## config.mk

```make
export PLATFORM = sky130hd
export DESIGN_NAME = rgb565_ordered_dither
export DESIGN_NICKNAME = d
export VERILOG_FILES = /design/src/rtl/core/rod_pkg.sv /design/src/rtl/core/rod_pixel_calc.sv /design/src/rtl/core/rgb565_ordered_dither.sv
export SDC_FILE = /design/constraint.sdc
export NUM_CORES = 1
export LEC_CHECK = 0
export ABC_AREA = 1
export BUFFER_PORTS_ARGS = -buffer_cell sky130_fd_sc_hd__buf_4
export CORE_MARGIN = 2
export CORE_UTILIZATION = 45
export CTS_BUF_LIST = sky130_fd_sc_hd__clkbuf_2
export DETAILED_ROUTE_END_ITERATION = 16
export PLACE_DENSITY = 0.69
export REMOVE_ABC_BUFFERS = 1
export SLEW_MARGIN = 20
export SYNTH_ARGS = -nofsm -noshare
export SYNTH_HDL_FRONTEND = slang
export SYNTH_SLANG_ARGS = --single-unit
```

## constraint.sdc

```tcl
create_clock -name clk -period 6.9 [get_ports clk]
set_input_delay 0.69 -clock clk [delete_from_list [all_inputs] [get_ports clk]]
set_output_delay 0.69 -clock clk [all_outputs]
set_load 0.02 [all_outputs]
```

## src/rtl/core/rod_pkg.sv

```systemverilog
`default_nettype none

package rod_pkg;

    localparam int unsigned Levels5 = 31;
    localparam int unsigned Levels6 = 63;
    localparam logic [7:0]  MidThreshold = 8'd127;

    // Bayer 4x4 index matrix, entry (row*4 + column)
    localparam logic [3:0] BAYER [16] = '{
        4'd0,  4'd8,  4'd2,  4'd10, 4'd12, 4'd4,  4'd14, 4'd6,
        4'd3,  4'd11, 4'd1,  4'd9,  4'd15, 4'd7,  4'd13, 4'd5
    };

    localparam logic MODE_RGB888 = 1'b0;
    localparam logic MODE_RGB565 = 1'b1;

    typedef struct packed {
        logic       mode;
        logic [1:0] col;
        logic [1:0] row;
        logic [7:0] red;
        logic [7:0] green;
        logic [7:0] blue;
        logic [15:0] word;
    } pix_t;

    typedef struct packed {
        logic [7:0] byte_high;
        logic [7:0] byte_low;
    } res_t;

endpackage

`default_nettype wire

```

## src/rtl/core/rod_pixel_calc.sv

```systemverilog
`default_nettype none

module rod_pixel_calc (
    input  rod_pkg::pix_t pix,
    input  logic          dither_en,
    output rod_pkg::res_t res
);
    import rod_pkg::*;

    // Rounded widening: equals (c*255 + half)/levels for every code
    function automatic logic [7:0] widen5(input logic [4:0] c);
        logic [13:0] acc;
        begin
            acc = {9'd0, c} * 14'd527 + 14'd23;
            widen5 = acc[13:6];
        end
    endfunction

    function automatic logic [7:0] widen6(input logic [5:0] c);
        logic [13:0] acc;
        begin
            acc = {8'd0, c} * 14'd259 + 14'd33;
            widen6 = acc[13:6];
        end
    endfunction

    // (c8*levels + t) / 255, clamped to levels; divide via n + 1 + (n >> 8), then >> 8
    function automatic logic [5:0] requant(input logic [7:0] c8, input logic [5:0] levels,
                                           input logic [7:0] t);
        logic [14:0] num;
        logic [14:0] adj;
        logic [6:0]  q;
        begin
            num = {7'd0, c8} * {9'd0, levels} + {7'd0, t};
            adj = num + 15'd1 + {8'd0, num[14:8]};
            q   = adj[14:8];
            if (q > {1'b0, levels})
                requant = levels;
            else
                requant = q[5:0];
        end
    endfunction

    logic [7:0]  r8;
    logic [7:0]  g8;
    logic [7:0]  b8;
    logic [11:0] bayer_scaled;
    logic [7:0]  thresh;
    logic [4:0]  rc;
    logic [5:0]  gc;
    logic [4:0]  bc;
    logic [5:0]  rc_full;
    logic [5:0]  bc_full;

    always_comb
    begin
        if (pix.mode == MODE_RGB565)
        begin
            r8 = widen5(pix.word[15:11]);
            g8 = widen6(pix.word[10:5]);
            b8 = widen5(pix.word[4:0]);
        end
        else
        begin
            r8 = pix.red;
            g8 = pix.green;
            b8 = pix.blue;
        end
    end

    assign bayer_scaled = {8'd0, BAYER[{pix.row, pix.col}]} * 12'd255;
    assign thresh       = dither_en ? bayer_scaled[11:4] : MidThreshold;

    assign rc_full = requant(r8, 6'(Levels5), thresh);
    assign gc      = requant(g8, 6'(Levels6), thresh);
    assign bc_full = requant(b8, 6'(Levels5), thresh);
    assign rc      = rc_full[4:0];
    assign bc      = bc_full[4:0];

    always_comb
    begin
        if (pix.mode == MODE_RGB565 && !dither_en)
        begin
            res.byte_high = pix.word[15:8];
            res.byte_low  = pix.word[7:0];
        end
        else
        begin
            res.byte_high = {rc, gc[5:3]};
            res.byte_low  = {gc[2:0], bc};
        end
    end

endmodule

`default_nettype wire

```

## src/rtl/core/rgb565_ordered_dither.sv

```systemverilog
// RGB565 ordered dither, one pixel per beat.
// Input channel: in_valid / in_stall with mode, column, row, red_in, green_in,
// blue_in and pixel_word. Mode 0 requantizes the 8-bit channels; mode 1 widens
// the RGB565 word and dithers it again (passed through if dither is off). Only
// the low two bits of column and row pick the Bayer 4x4 threshold.
// Output channel: out_valid / out_stall with byte_high and byte_low, the
// big-endian RGB565 result.
// Configuration: cfg_valid / cfg_ready / cfg_data writes dither_enable; the
// port is always ready. Write it only while no pixel is in flight.
// Pipeline: an accepted pixel waits in the input register, then its result
// goes to the output via the result register (two register stages).
// Throughput: one pixel per cycle while out_stall is low, set by the
// single-pass arithmetic between the two registers.
// Reset: both stages empty, dither_enable = 1.
// Stall: while out_stall is high the result holds; the input register keeps
// accepting until it is also full, then in_stall rises.
`default_nettype none

module rgb565_ordered_dither (
    input  logic        clk,
    input  logic        rst_n,
    input  logic        cfg_valid,
    output logic        cfg_ready,
    input  logic        cfg_data,
    input  logic        in_valid,
    output logic        in_stall,
    input  logic        mode,
    input  logic [15:0] column,
    input  logic [15:0] row,
    input  logic [7:0]  red_in,
    input  logic [7:0]  green_in,
    input  logic [7:0]  blue_in,
    input  logic [15:0] pixel_word,
    output logic        out_valid,
    input  logic        out_stall,
    output logic [7:0]  byte_high,
    output logic [7:0]  byte_low
);
    import rod_pkg::*;

    logic dither_en_reg;
    logic dither_en_next;
    logic s1_valid_reg;
    logic s1_valid_next;
    pix_t s1_pix_reg;
    logic s2_valid_reg;
    logic s2_valid_next;
    res_t s2_res_reg;
    res_t calc_res;
    pix_t in_pix;
    logic s2_en;
    logic s1_en;
    logic in_take;

    assign cfg_ready = 1'b1;

    assign in_pix = '{mode: mode, col: column[1:0], row: row[1:0], red: red_in,
                      green: green_in, blue: blue_in, word: pixel_word};

    // Advance the result stage when it is empty or being drained
    assign s2_en    = !s2_valid_reg || !out_stall;
    assign s1_en    = !s1_valid_reg || s2_en;
    assign in_stall = !s1_en;
    assign in_take  = in_valid && s1_en;

    assign dither_en_next = (cfg_valid && cfg_ready) ? cfg_data : dither_en_reg;
    assign s1_valid_next  = s1_en ? in_valid : s1_valid_reg;
    assign s2_valid_next  = s2_en ? s1_valid_reg : s2_valid_reg;

    rod_pixel_calc u_calc (
        .pix       (s1_pix_reg),
        .dither_en (dither_en_reg),
        .res       (calc_res)
    );

    always_ff @(posedge clk or negedge rst_n)
    begin
        if (!rst_n)
        begin
            dither_en_reg <= 1'b1;
            s1_valid_reg  <= 1'b0;
            s2_valid_reg  <= 1'b0;
        end
        else
        begin
            dither_en_reg <= dither_en_next;
            s1_valid_reg  <= s1_valid_next;
            s2_valid_reg  <= s2_valid_next;
        end
    end

    always_ff @(posedge clk)
    begin
        if (in_take)
            s1_pix_reg <= in_pix;
        if (s2_en && s1_valid_reg)
            s2_res_reg <= calc_res;
    end

    assign out_valid = s2_valid_reg;
    assign byte_high = s2_res_reg.byte_high;
    assign byte_low  = s2_res_reg.byte_low;

    a_stall_only_when_full: assert property (@(posedge clk) disable iff (!rst_n)
        in_stall |-> (s1_valid_reg && s2_valid_reg))
        else $error("input stalled with a free stage");

    a_take_fills_s1: assert property (@(posedge clk) disable iff (!rst_n)
        (in_valid && !in_stall) |=> s1_valid_reg)
        else $error("accepted beat lost from input stage");

    a_s1_holds: assert property (@(posedge clk) disable iff (!rst_n)
        (s1_valid_reg && !s2_en) |=> (s1_valid_reg && $stable(s1_pix_reg)))
        else $error("input stage changed while blocked");

    a_drain_empties: assert property (@(posedge clk) disable iff (!rst_n)
        (out_valid && !out_stall && !s1_valid_reg) |=> !out_valid)
        else $error("result repeated after drain");

    a_s1_moves_on: assert property (@(posedge clk) disable iff (!rst_n)
        (s1_valid_reg && s2_en) |=> out_valid)
        else $error("input stage beat not moved to result stage");

endmodule

`default_nettype wire
```

# [Yosys cells after proc, flatten, opt, wreduce, memory -nomap -nowiden]
# Memories as Yosys holds them, arrays and structs flattened.
# Cells that the tools add are included.
[totals] wordCells=57 romBits=64 output_inout_bits=19 memories=1 regBits=64 inputBits=79
[op_classes] add_sub_neg=12 bitwise_logic=1 reduce_logical=10 n_mul=7 mux=10 magnitude_cmp=4
[memory_table] name="(no name shown)" words=16 word_bits=4 read_ports=1 rd_clocked_by_memory_dff=0 write_ports=0 line_no="rod_pixel_calc.sv:71" source="assign bayer_scaled = {8'd0, BAYER[{pix.row, pix.col}]} * 12'd255;"
[op_table] operator="$add A15 B1 Y15 const B" count=3
[op_table] operator="$mux W8" count=4
[op_table] operator="$add A15 B6 Y15" count=2
[op_table] operator="$add A13 B8 Y14" count=2
[op_table] operator="$add A14 B5 Y14 const B" count=2
[op_table] operator="$mul A5 B10 Y14 const B" count=2
[op_table] operator="$mul A8 B5 Y13 const B" count=2
[op_table] operator="$mux W16" count=1
[op_table] operator="$add A14 B8 Y15" count=1
[op_table] operator="$add A15 B7 Y15" count=1
[op_table] operator="$add A14 B6 Y14 const B" count=1
[op_table] operator="$gt A7 B5 Y1 const B" count=2
[op_table] operator="$mul A6 B9 Y14 const B" count=1
[op_table] operator="$mul A8 B6 Y14 const B" count=1
[op_table] operator="$mul A4 B8 Y12 const B" count=1
[op_table] operator="$mux W5" count=2
[op_table] operator="$mux W4" count=2
[op_table] operator="$gt A7 B6 Y1 const B" count=1
[op_table] operator="$mux W6" count=1
[op_table] operator="$ge A5 B5 Y1 const B" count=1
[op_table] operator="$logic_not A1 Y1" count=5
[op_table] operator="$not A4 Y5" count=1
[op_table] operator="$logic_and A1 B1 Y1" count=3
[op_table] operator="$logic_or A1 B1 Y1" count=2

# [Depth between registers and ports, before layout]
# Gate-level depths: netlist (run 1).
[logic_depth] depth_word=12 depth_mapped=50 mapped_depth_nobuf=50

# [By module]
# Synthesis (run 1) repeated with hierarchy kept, for this count alone.
[unflattened] cells_unflattened=1334 area_unflattened_um2=10183.5
[by_module_without_submodules] mod="rod_pixel_calc" n_inst=1 cells_each=1255 area_each_um2=8206.6 seq_area_each_um2=0.0
[by_module_without_submodules] mod="rgb565_ordered_dither" n_inst=1 cells_each=79 area_each_um2=1976.9 seq_area_each_um2=1908.1

# [Worst setup path after synthesis (run 1)]
# OpenSTA, ideal clock, no wires.
[synth_timing] kind="register to register" startpoint="reg s1_pix_reg[9] (netlist bit)" endpoint="reg s2_res_reg (netlist bit byte_low[6]), data pin" synth_period_minus_slack_ns=7.588 t_arrival_ns=7.316 setup_ns=0.272 setup_slack_ns=-0.688 path_buffers=0 required_time_ns=6.628 stages_incl_launch_ff=42 path_cell_list="edfxtp_1 ha_1 fa_1 ha_1 ha_1 nand4_1 o21ai_0 a21o_2 a31oi_1 nor2_1 inv_1 or2_2 nand3_1 o21ai_0 inv_1 fa_1 fa_1 inv_1 [6 not listed] nand3_1 nand3_2 nand3_1 nand2_1 nand2_1 nand2_1 inv_1 ha_1 a21oi_1 inv_1 a21oi_1 o21ai_0 nand2_1 inv_1 nand2_1 nor2_1 nor2_1 a22oi_1"
[synth_rtl] element="from (decl)" line_no="rgb565_ordered_dither.sv:45" source="pix_t s1_pix_reg;"
[synth_rtl] element="from (signal assigned)" line_no="rgb565_ordered_dither.sv:95" source="s1_pix_reg <= in_pix;"
[synth_rtl] element="to (signal assigned)" line_no="rgb565_ordered_dither.sv:97" source="s2_res_reg <= calc_res;"
[synth_rtl] element="to (decl)" line_no="rgb565_ordered_dither.sv:48" source="res_t s2_res_reg;"

==> results of run 1 <==
==> synth_stat cells (2+ instances only) <==
master / n
dfrtp_1: 2
a21o_1: 5
nand2_1: 321
o21ai_0: 42
or2_2: 8
nor3_1: 3
nand3_1: 82
xor2_2: 4
a31oi_1: 2
nand2_2: 4
o21bai_1: 3
a21oi_1: 59
clkbuf_1: 5
inv_2: 2
edfxtp_1: 61
o211ai_2: 2
o21ai_1: 3
xnor2_1: 11
fa_1: 73
nor2_1: 85
nand4_1: 17
a21boi_0: 2
nand3_2: 3
a22oi_1: 2
o21ai_2: 2
xor2_1: 14
nor2_2: 7
ha_1: 173
clkinv_1: 2
inv_1: 299
nand3b_1: 8
==> timing repair <==
action,in CTS,in global routing
hold buffers,1,0
resized for setup,176,109
endpoints found under the hold margin,2,0
endpoints found under the setup margin,16,16
buffers inserted,71,19
pin swaps,105,79
==> worst max-delay path by stage <==
| stage | slack (ps) | cells after the start | endpoint |
|---|---|---|---|
| 3_3_place_gp | -830 | 42 | byte_high[1] |
| 2_1_floorplan | -750 | 41 | byte_low[6] |
| 5_1_grt | -1010 | 50 | byte_low[2] |
| 3_5_place_dp | -1040 | 42 | byte_low[6] |
| 4_1_cts | -520 | 42 | byte_low[5] |
| 6_report | -690 | 39 | byte_low[6] |
==> metal layers <==
layer  up-vias  part of all wire, %  GRT usage [%]
li1       5052                    -              -
met1      4828                   41           29.2
met2       282                   51           44.3
met3        80                  3.7           2.64
met4         0                  4.3           11.8
met5         -                    0              0
==> stage by stage <==
step	std cells	setup TNS (ps)
final	2050	-8880
after global routing	2050	-13950
after CTS	2030	-5780
after detailed placement	1943	-14370
after global placement	1943	-10030
after floorplan	1313	-8280
==> cell families (layout without fill, tap and decap cells) <==
group,Yosys count,count (layout),synth area share [%]
AOI/OAI and AO/OA,127,127,7.10
xor gates and xnor gates,30,30,3.00
adders and majority gates,246,246,36.2
buffers and inverters,310,759,11.7
DFF,64,64,19.1
other,1,2,0.0375
and+or+nand+nor,542,542,22.9
==> worst register-to-register path: cells and delay by family (launching register included) <==
kind | cells | cell delay (ps)
DFF | 1 | 450
adders and majority gates | 10 | 3820
AOI/OAI and AO/OA | 5 | 620
and+or+nand+nor | 18 | 2060
buffers and inverters | 6 | 510
==> cell type report <==
cell class / instances / area (µm²)
antenna: 1 / 2.50
clock buffer: 9 / 45.0
clock inverter: 7 / 48.8
fill: 1556 / 6940
inverter: 303 / 1140
multi-input combinational: 946 / 8040
sequential: 64 / 1910
tap: 280 / 350
timing repair buffer: 440 / 3350
==> flow_summary.json, run 1 <==
{
  "grt_setup_unrepaired": "yes",
  "layout_common_cells": "buf_4 (428), nand2_1 (277), inv_1 (256)",
  "synth_seq_cells": 64,
  "grt_overflow": 0,
  "final_common_cell": "buf_4",
  "fin_skew_ps": 72.1,
  "nets": 2089,
  "final_area_mm2": 0.0149,
  "slew_viol_final": 0,
  "async_flop_share_pct": 4.69,
  "drive_gt1_share_pct": 40.0,
  "synth_top_area_share_pct": 21.6,
  "synth_area_per_cell_um2": 7.58,
  "antenna_left": 0,
  "cp-startpoint": "s1_pix_reg[8]",
  "path_buf_inv": 6,
  "finalCriticalPeriod_ps": 7590,
  "dp_hpwl_um": 21500,
  "clk_path_buf_depth": 2,
  "worst_slack_ps": -691,
  "ys.flop_type": "edfxtp_1",
  "rows": 54,
  "violations": "negative setup slack",
  "holdPathStages": 1,
  "core-area_mm2": 0.0218,
  "grt_max_degree": 46,
  "yosysTopAreaCell": "ha_1",
  "tightestPinTransition_ps": 956,
  "finalHoldViolations": 0,
  "wl_um": 30400,
  "clkTransAtPathRegs_ps": 280,
  "netlist_top_cells_area": "ha_1 (22%), edfxtp_1 (18%), fa_1 (15%), nand2_1 (12%), inv_1 (11%)",
  "dp_slack_ps": -1040,
  "ys_seq_area_share_pct": 19.1,
  "track_usage_pct": 24.6,
  "critPathSlowestCell": "fa_2",
  "place.gp.congestion": 0.892,
  "r2r_end": "byte_low[6]",
  "place_area_mm2": 0.0130,
  "holdWs_ps": 215,
  "arrival_ps": 8020,
  "routed_via_density": 5.00,
  "numCtsBuffers": 9,
  "r2r_cells": 39,
  "clockRootBuffer": "clkbuf_2",
  "largest_reg_flops": 45,
  "worst-endpoint-required_ps": 7320,
  "drtIter0Drc": 538,
  "syn_area_mm2": 0.0100,
  "insertion_delay_ps": 610,
  "drc": 0,
  "antenna_found_initial": 1,
  "cts.sinks": 64,
  "h-tree-depth": 3,
  "status": "finished, violations left",
  "cts_tree": "yes",
  "fin_crit_sh_pct": 110,
  "dieWidth_um": 153,
  "synth_edf_count": 61,
  "grt_pass1_vias": 10400,
  "endpoint_kind": "flop",
  "area_delta_synth_final_pct": 48.7,
  "min-delay-start": "blue_in[5]",
  "clock.fmax_mhz": 132,
  "slew_headroom_pct": 36.3,
  "critical_path.top_delay_family": "adder cells",
  "cap_viol_max_count": 0,
  "grt_pass1_wl_um": 47200,
  "vias": 10200,
  "ys_warn_count": 0,
  "die_y_um": 153,
  "max_stage_delay_ps": 560,
  "die_area_mm2": 0.0235,
  "r2r-start": "s1_pix_reg[8]",
  "r2r_slack_ps": -690,
  "min_to": "s1_pix_reg[21]",
  "first_pass_iters": 5,
  "critPathMaxFanout": 5,
  "fin_util_pct": 68.2,
  "start_util_pct": 45.9,
  "critical_path_class": "flop to flop",
  "io_pins": 98,
  "routedWlPerCell_um": 14.8,
  "yosysUniqueCellTypes": 45,
  "start_kind": "flop",
  "port_buffers": 68,
  "hold_class": "input pin to flop",
  "setup_violations": 16,
  "syn_inst": 1320
}
Power of run 1 is left out: the tool's default activity adds up to more than one toggle a clock period on the data nets, which glitch-free logic cannot reach.
==> run 2: changes to the inputs <==
- BUFFER_PORTS_ARGS: -buffer_cell sky130_fd_sc_hd__buf_4 -> not set
- CORE_UTILIZATION: 45 -> 25
- DONT_BUFFER_PORTS: not set -> 1
- PLACE_DENSITY: 0.69 -> 0.43
==> run 2 against run 1 <==
  * The run still ends with negative setup slack left
  * Register-to-register slack better by 230 ps
  * Worst hold slack worse by 24 ps
  * Maximum frequency rose by 3.1%
  * First-iteration DRC count down 42%
  * Utilization decreased by 30 points
  * Clock skew decreased by 23 ps
  * Via count shrank 8.5%
  * Global-route usage down 10 points
  * Sequential share of layout area is 0.32 points lower
  * Non-clock buffer count decreased by 33
  * Critical endpoint is now byte_high[1]
  * Highest routed layer unchanged
==> flow_summary.json, run 2 (synthesis results as in run 1) <==
{
  "fin_skew_ps": 49.0,
  "slew_viol_final": 0,
  "routedWlPerCell_um": 12.9,
  "cap_viol_max_count": 0,
  "first_pass_iters": 5,
  "critical_path_class": "flop to flop",
  "cts.sinks": 64,
  "io_pins": 98,
  "endpoint_kind": "flop",
  "tightestPinTransition_ps": 903,
  "final_common_cell": "buf_4",
  "h-tree-depth": 3,
  "start_util_pct": 25.3,
  "track_usage_pct": 14.3,
  "arrival_ps": 7820,
  "worst_slack_ps": -465,
  "die_y_um": 204,
  "fin_crit_sh_pct": 107,
  "cts_tree": "yes",
  "place.gp.congestion": 0.819,
  "grt_pass1_vias": 9575,
  "drc": 0,
  "finalHoldViolations": 0,
  "violations": "negative setup slack",
  "drtIter0Drc": 310,
  "routed_via_density": 4.14,
  "worst-endpoint-required_ps": 7360,
  "nets": 2056,
  "finalCriticalPeriod_ps": 7360,
  "status": "finished, violations left",
  "max_stage_delay_ps": 580,
  "place_inst": 2136,
  "die_area_mm2": 0.0417,
  "slew_headroom_pct": 39.8,
  "place_area_mm2": 0.0129,
  "dp_slack_ps": -982,
  "grt_pass1_wl_um": 47100,
  "dieWidth_um": 204,
  "holdWs_ps": 190,
  "final_area_mm2": 0.0153,
  "layout_common_cells": "buf_4 (341), nand2_1 (261), inv_1 (254)",
  "antenna_found_initial": 1,
  "instances_no_fill": 2263,
  "largest_reg_flops": 45,
  "antenna_left": 0,
  "port_buffers": 0,
  "grt_max_degree": 46,
  "dp_hpwl_um": 23200,
  "setup_violations": 16,
  "grt_overflow": 0,
  "drive_gt1_share_pct": 38.2,
  "wl_um": 29100,
  "critPathSlowestCell": "fa_1",
  "core-area_mm2": 0.0396,
  "insertion_delay_ps": 710,
  "start_kind": "flop",
  "critPathMaxFanout": 5,
  "clk_path_buf_depth": 2,
  "numCtsBuffers": 9,
  "clkTransAtPathRegs_ps": 270,
  "clock.fmax_mhz": 136,
  "rows": 73,
  "grt_setup_unrepaired": "yes",
  "vias": 9370,
  "clockRootBuffer": "clkbuf_2",
  "area_delta_synth_final_pct": 52.5,
  "hold_class": "input pin to flop"
}
run 2: changes by cell type in the layout (fill, tap and decap cells not counted), moves of 7 or more:
cell,change
dlygate4sd3_1,+47
buf_6,+7
nand2_2,+15
nand2_1,-16
nand3_1,-12
nand3_2,+12
buf_4,-87
run 2: final timing paths:
| path | start | end | slack, ps | depth (start not counted) |
|---|---|---|---|---|
| worst max register to register | s1_pix_reg[9] | byte_high[1] | -460 | 40 |
| worst min register to register | s1_valid_reg | out_valid | 520 | 2 |
| worst min-delay path | cfg_data | dither_en_reg | 190 | 2 |
| min in group asynchronous | rst_n | out_valid | 200 | 1 |
| worst max-delay path | s1_pix_reg[9] | byte_high[1] | -460 | 40 |
| max in group asynchronous | rst_n | dither_en_reg | 6460 | 1 |
run 2: repair_timing:
action,in CTS,in global routing
hold buffers,48,0
hold endpoints to repair,50,0
gates resized for setup,169,164
pin swaps,117,88
buffers inserted,44,17
endpoints found under the setup margin,16,16
run 2: final cells by class:
| cell class | instances | area [µm²] |
|---|---|---|
| Antenna cell | 2 | 5.00 |
| Clock buffer | 9 | 45.0 |
| Clock inverter | 7 | 77.6 |
| Fill cell | 4117 | 24400 |
| Inverter | 303 | 1150 |
| Multi-Input combinational cell | 946 | 8190 |
| Sequential cell | 64 | 1910 |
| Tap cell | 525 | 657 |
| Timing Repair Buffer | 407 | 3240 |
run 2: worst max-delay path, delay by kind of cell (launching register included):
kind	cells	cell delay (ps)
AO/OA/AOI/OAI	4	540
AND/OR/NAND/NOR	19	1840
adder cells (fa/ha/maj)	10	3860
buffers and inverters	7	460
flip-flops	1	460
run 2: metrics by stage:
| stage | util, % | TNS [ps] |
|---|---|---|
| final | 38.5 | -5730 |
| after global routing | 38.5 | -12880 |
| after CTS | 36.6 | -7020 |
| after detailed placement | 32.5 | -14090 |
| after global placement | 32.5 | -11620 |
| after floorplan | - | -8280 |
run 2: layer usage:
layer	share of wire [%]	vias up	GRT usage, %
li1	-	4982	-
met1	47	4287	18.0
met2	50	77	25.4
met3	1.7	24	1.74
met4	1.9	0	4.27
met5	0	-	0
Power of run 2 is left out for the same reason.
==> run 3: changes to the inputs <==
- ABC_AREA: 1 -> not set
==> run 3 against run 2 <==
  * Clock skew increased by 39 ps
  * Synthesized cell count is 25% lower
  * Die area is 5.8% lower
  * Register-to-register slack worse by 880 ps
  * Critical path depth down 5
  * The run still ends with negative setup slack left
  * First-iteration DRC count down 22%
  * Via count is 12% lower
  * Maximum frequency shrank 11%
  * Highest routed layer unchanged
  * Routed wire length decreased by 5.3%
  * Area after synthesis fell by 5.9%
==> flow_summary.json, run 3 <==
{
  "dieWidth_um": 198,
  "dp_slack_ps": -2010,
  "worstSetupPathDepth": 35,
  "netlist_top_cells_area": "ha_1 (23%), edfxtp_1 (19%), fa_1 (16%), inv_1 (7.2%), xnor2_1 (4.4%)",
  "cts.sinks": 64,
  "multi_input_area_mm2": 0.00791,
  "drc": 0,
  "routed_via_density": 4.33,
  "h-tree-depth": 3,
  "routedWlPerCell_um": 14.4,
  "cap_viol_max_count": 0,
  "rows": 71,
  "drtIter0Drc": 241,
  "status": "finished, violations left",
  "grt_setup_unrepaired": "yes",
  "critical_path_class": "flop to flop",
  "antenna_left": 0,
  "synth_area_per_cell_um2": 9.56,
  "arrival_ps": 8700,
  "port_buffers": 0,
  "setup_violations": 16,
  "violations": "negative setup slack",
  "ys.flop_type": "edfxtp_1",
  "holdPathStages": 0,
  "ys_warn_count": 0,
  "synth_top_area_share_pct": 23.0,
  "grt_pass1_vias": 8588,
  "insertion_delay_ps": 720,
  "ys_seq_area_share_pct": 20.3,
  "finalHoldViolations": 0,
  "yosysTopAreaCell": "ha_1",
  "synth_edf_count": 61,
  "hold_class": "input pin to flop",
  "area_delta_synth_final_pct": 54.0,
  "layout_common_cells": "buf_4 (356), inv_1 (154), ha_1 (140)",
  "regArea_mm2": 0.00191,
  "fin_crit_sh_pct": 119,
  "slew_headroom_pct": 29.2,
  "numCtsBuffers": 9,
  "place.gp.congestion": 0.797,
  "cp-startpoint": "s1_pix_reg[13]",
  "largest_reg_flops": 45,
  "worst-endpoint-required_ps": 7350,
  "clk_path_buf_depth": 2,
  "yosysUniqueCellTypes": 79,
  "vias": 8268,
  "r2r_cells": 35,
  "synth_most_common_cell": "inv_1",
  "first_pass_iters": 4,
  "finalCriticalPeriod_ps": 8250,
  "io_pins": 98,
  "start_util_pct": 25.2,
  "instances_no_fill": 1909,
  "r2r-start": "s1_pix_reg[13]",
  "core-area_mm2": 0.0374,
  "cts_tree": "yes",
  "synth.top_cells.by_count": "inv_1 (181), ha_1 (173), fa_1 (73)",
  "fin_skew_ps": 88.0,
  "die_area_mm2": 0.0393,
  "holdWs_ps": 103,
  "dp_hpwl_um": 22100,
  "critPathMaxFanout": 7,
  "wl_um": 27600,
  "start_kind": "flop",
  "endpoint_kind": "flop",
  "tightestPinTransition_ps": 1060,
  "synth_seq_cells": 64,
  "nets": 1716,
  "drive_gt1_share_pct": 41.3,
  "clockRootBuffer": "clkbuf_2",
  "final_common_cell": "buf_4",
  "worst_slack_ps": -1350,
  "place_inst": 1786,
  "track_usage_pct": 14.4,
  "critPathSlowestCell": "edfxtp_1",
  "critical_path.top_delay_family": "adder cells",
  "path_buf_inv": 7,
  "slew_viol_final": 0,
  "syn_inst": 986,
  "clock.fmax_mhz": 121,
  "grt_max_degree": 46,
  "antenna_found_initial": 2,
  "r2r_end": "byte_high[4]",
  "clkTransAtPathRegs_ps": 230,
  "max_stage_delay_ps": 570,
  "grt_overflow": 0,
  "die_y_um": 198,
  "async_flop_share_pct": 4.69,
  "grt_pass1_wl_um": 43700,
  "fillers": 3757,
  "endpoint": "byte_high[4]",
  "r2r_slack_ps": -1350,
  "syn_area_mm2": 0.00942
}
## run 3: cell families after synthesis
logic type      count (synthesis)  share of synthesized area, %
buf+inv                       195                          7.82
xor+xnor                       65                          6.04
other cells                     1                        0.0398
simple gates                  195                          10.3
fa+ha+maj                     251                          39.0
compound gates                202                          15.0
mux                            13                          1.49
flops                          64                          20.3
## run 3: timing repair
item | in CTS | in global routing
endpoints found under the hold margin | 39 | 0
hold buffers | 37 | 0
buffers inserted | 52 | 19
setup endpoints to repair | 16 | 16
pin swaps | 153 | 105
gates resized for setup | 139 | 79
## run 3: layout make-up
type,count,area share [%]
multi-input cells,727,54.5
repair buffers,407,22.1
flip-flops and latches,64,13.2
inverters,182,4.74
well taps,511,4.41
clock inverters,7,0.716
clock buffers,9,0.310
diodes,2,0.0345
## run 3: through the flow
step	cell area, µm²	utilization (%)	TNS [ps]
after floorplan	9370	-	-25790
after global placement	12300	32.9	-28300
after CTS	13900	37.3	-20690
final	14500	38.8	-20470
after global routing	14500	38.8	-26040
after detailed placement	12300	32.9	-29800
## run 3: metal layers
layer / up-vias / routed length (µm) / track usage [%]
met5: - / 0 / 0
met4: 0 / 383 / 2.65
met3: 25 / 775 / 2.64
met2: 110 / 13600 / 25.4
met1: 3909 / 12800 / 18.6
li1: 4224 / - / -
## run 3: worst reg2reg max path, delay by kind of cell, from the launching register on
kind / cells / cell delay (ps)
AO/OA/AOI/OAI: 10 / 2140
flip-flops: 1 / 570
AND/OR/NAND/NOR: 4 / 440
adder cells (fa/ha/maj): 9 / 3340
XOR/XNOR: 4 / 810
multiplexers: 1 / 140
buffers and inverters: 7 / 640
## run 3: how the worst min path moves through the flow
stage | startpoint | end | slack [ps]
final | red_in[7] | s1_pix_reg[39] | 100
after global routing | red_in[7] | s1_pix_reg[39] | -10
after CTS | red_in[7] | s1_pix_reg[39] | 5
after detailed placement | rst_n | out_valid | 390
after global placement | rst_n | out_valid | 390
after floorplan | rst_n | out_valid | 390
Power of run 3 is left out for the same reason.
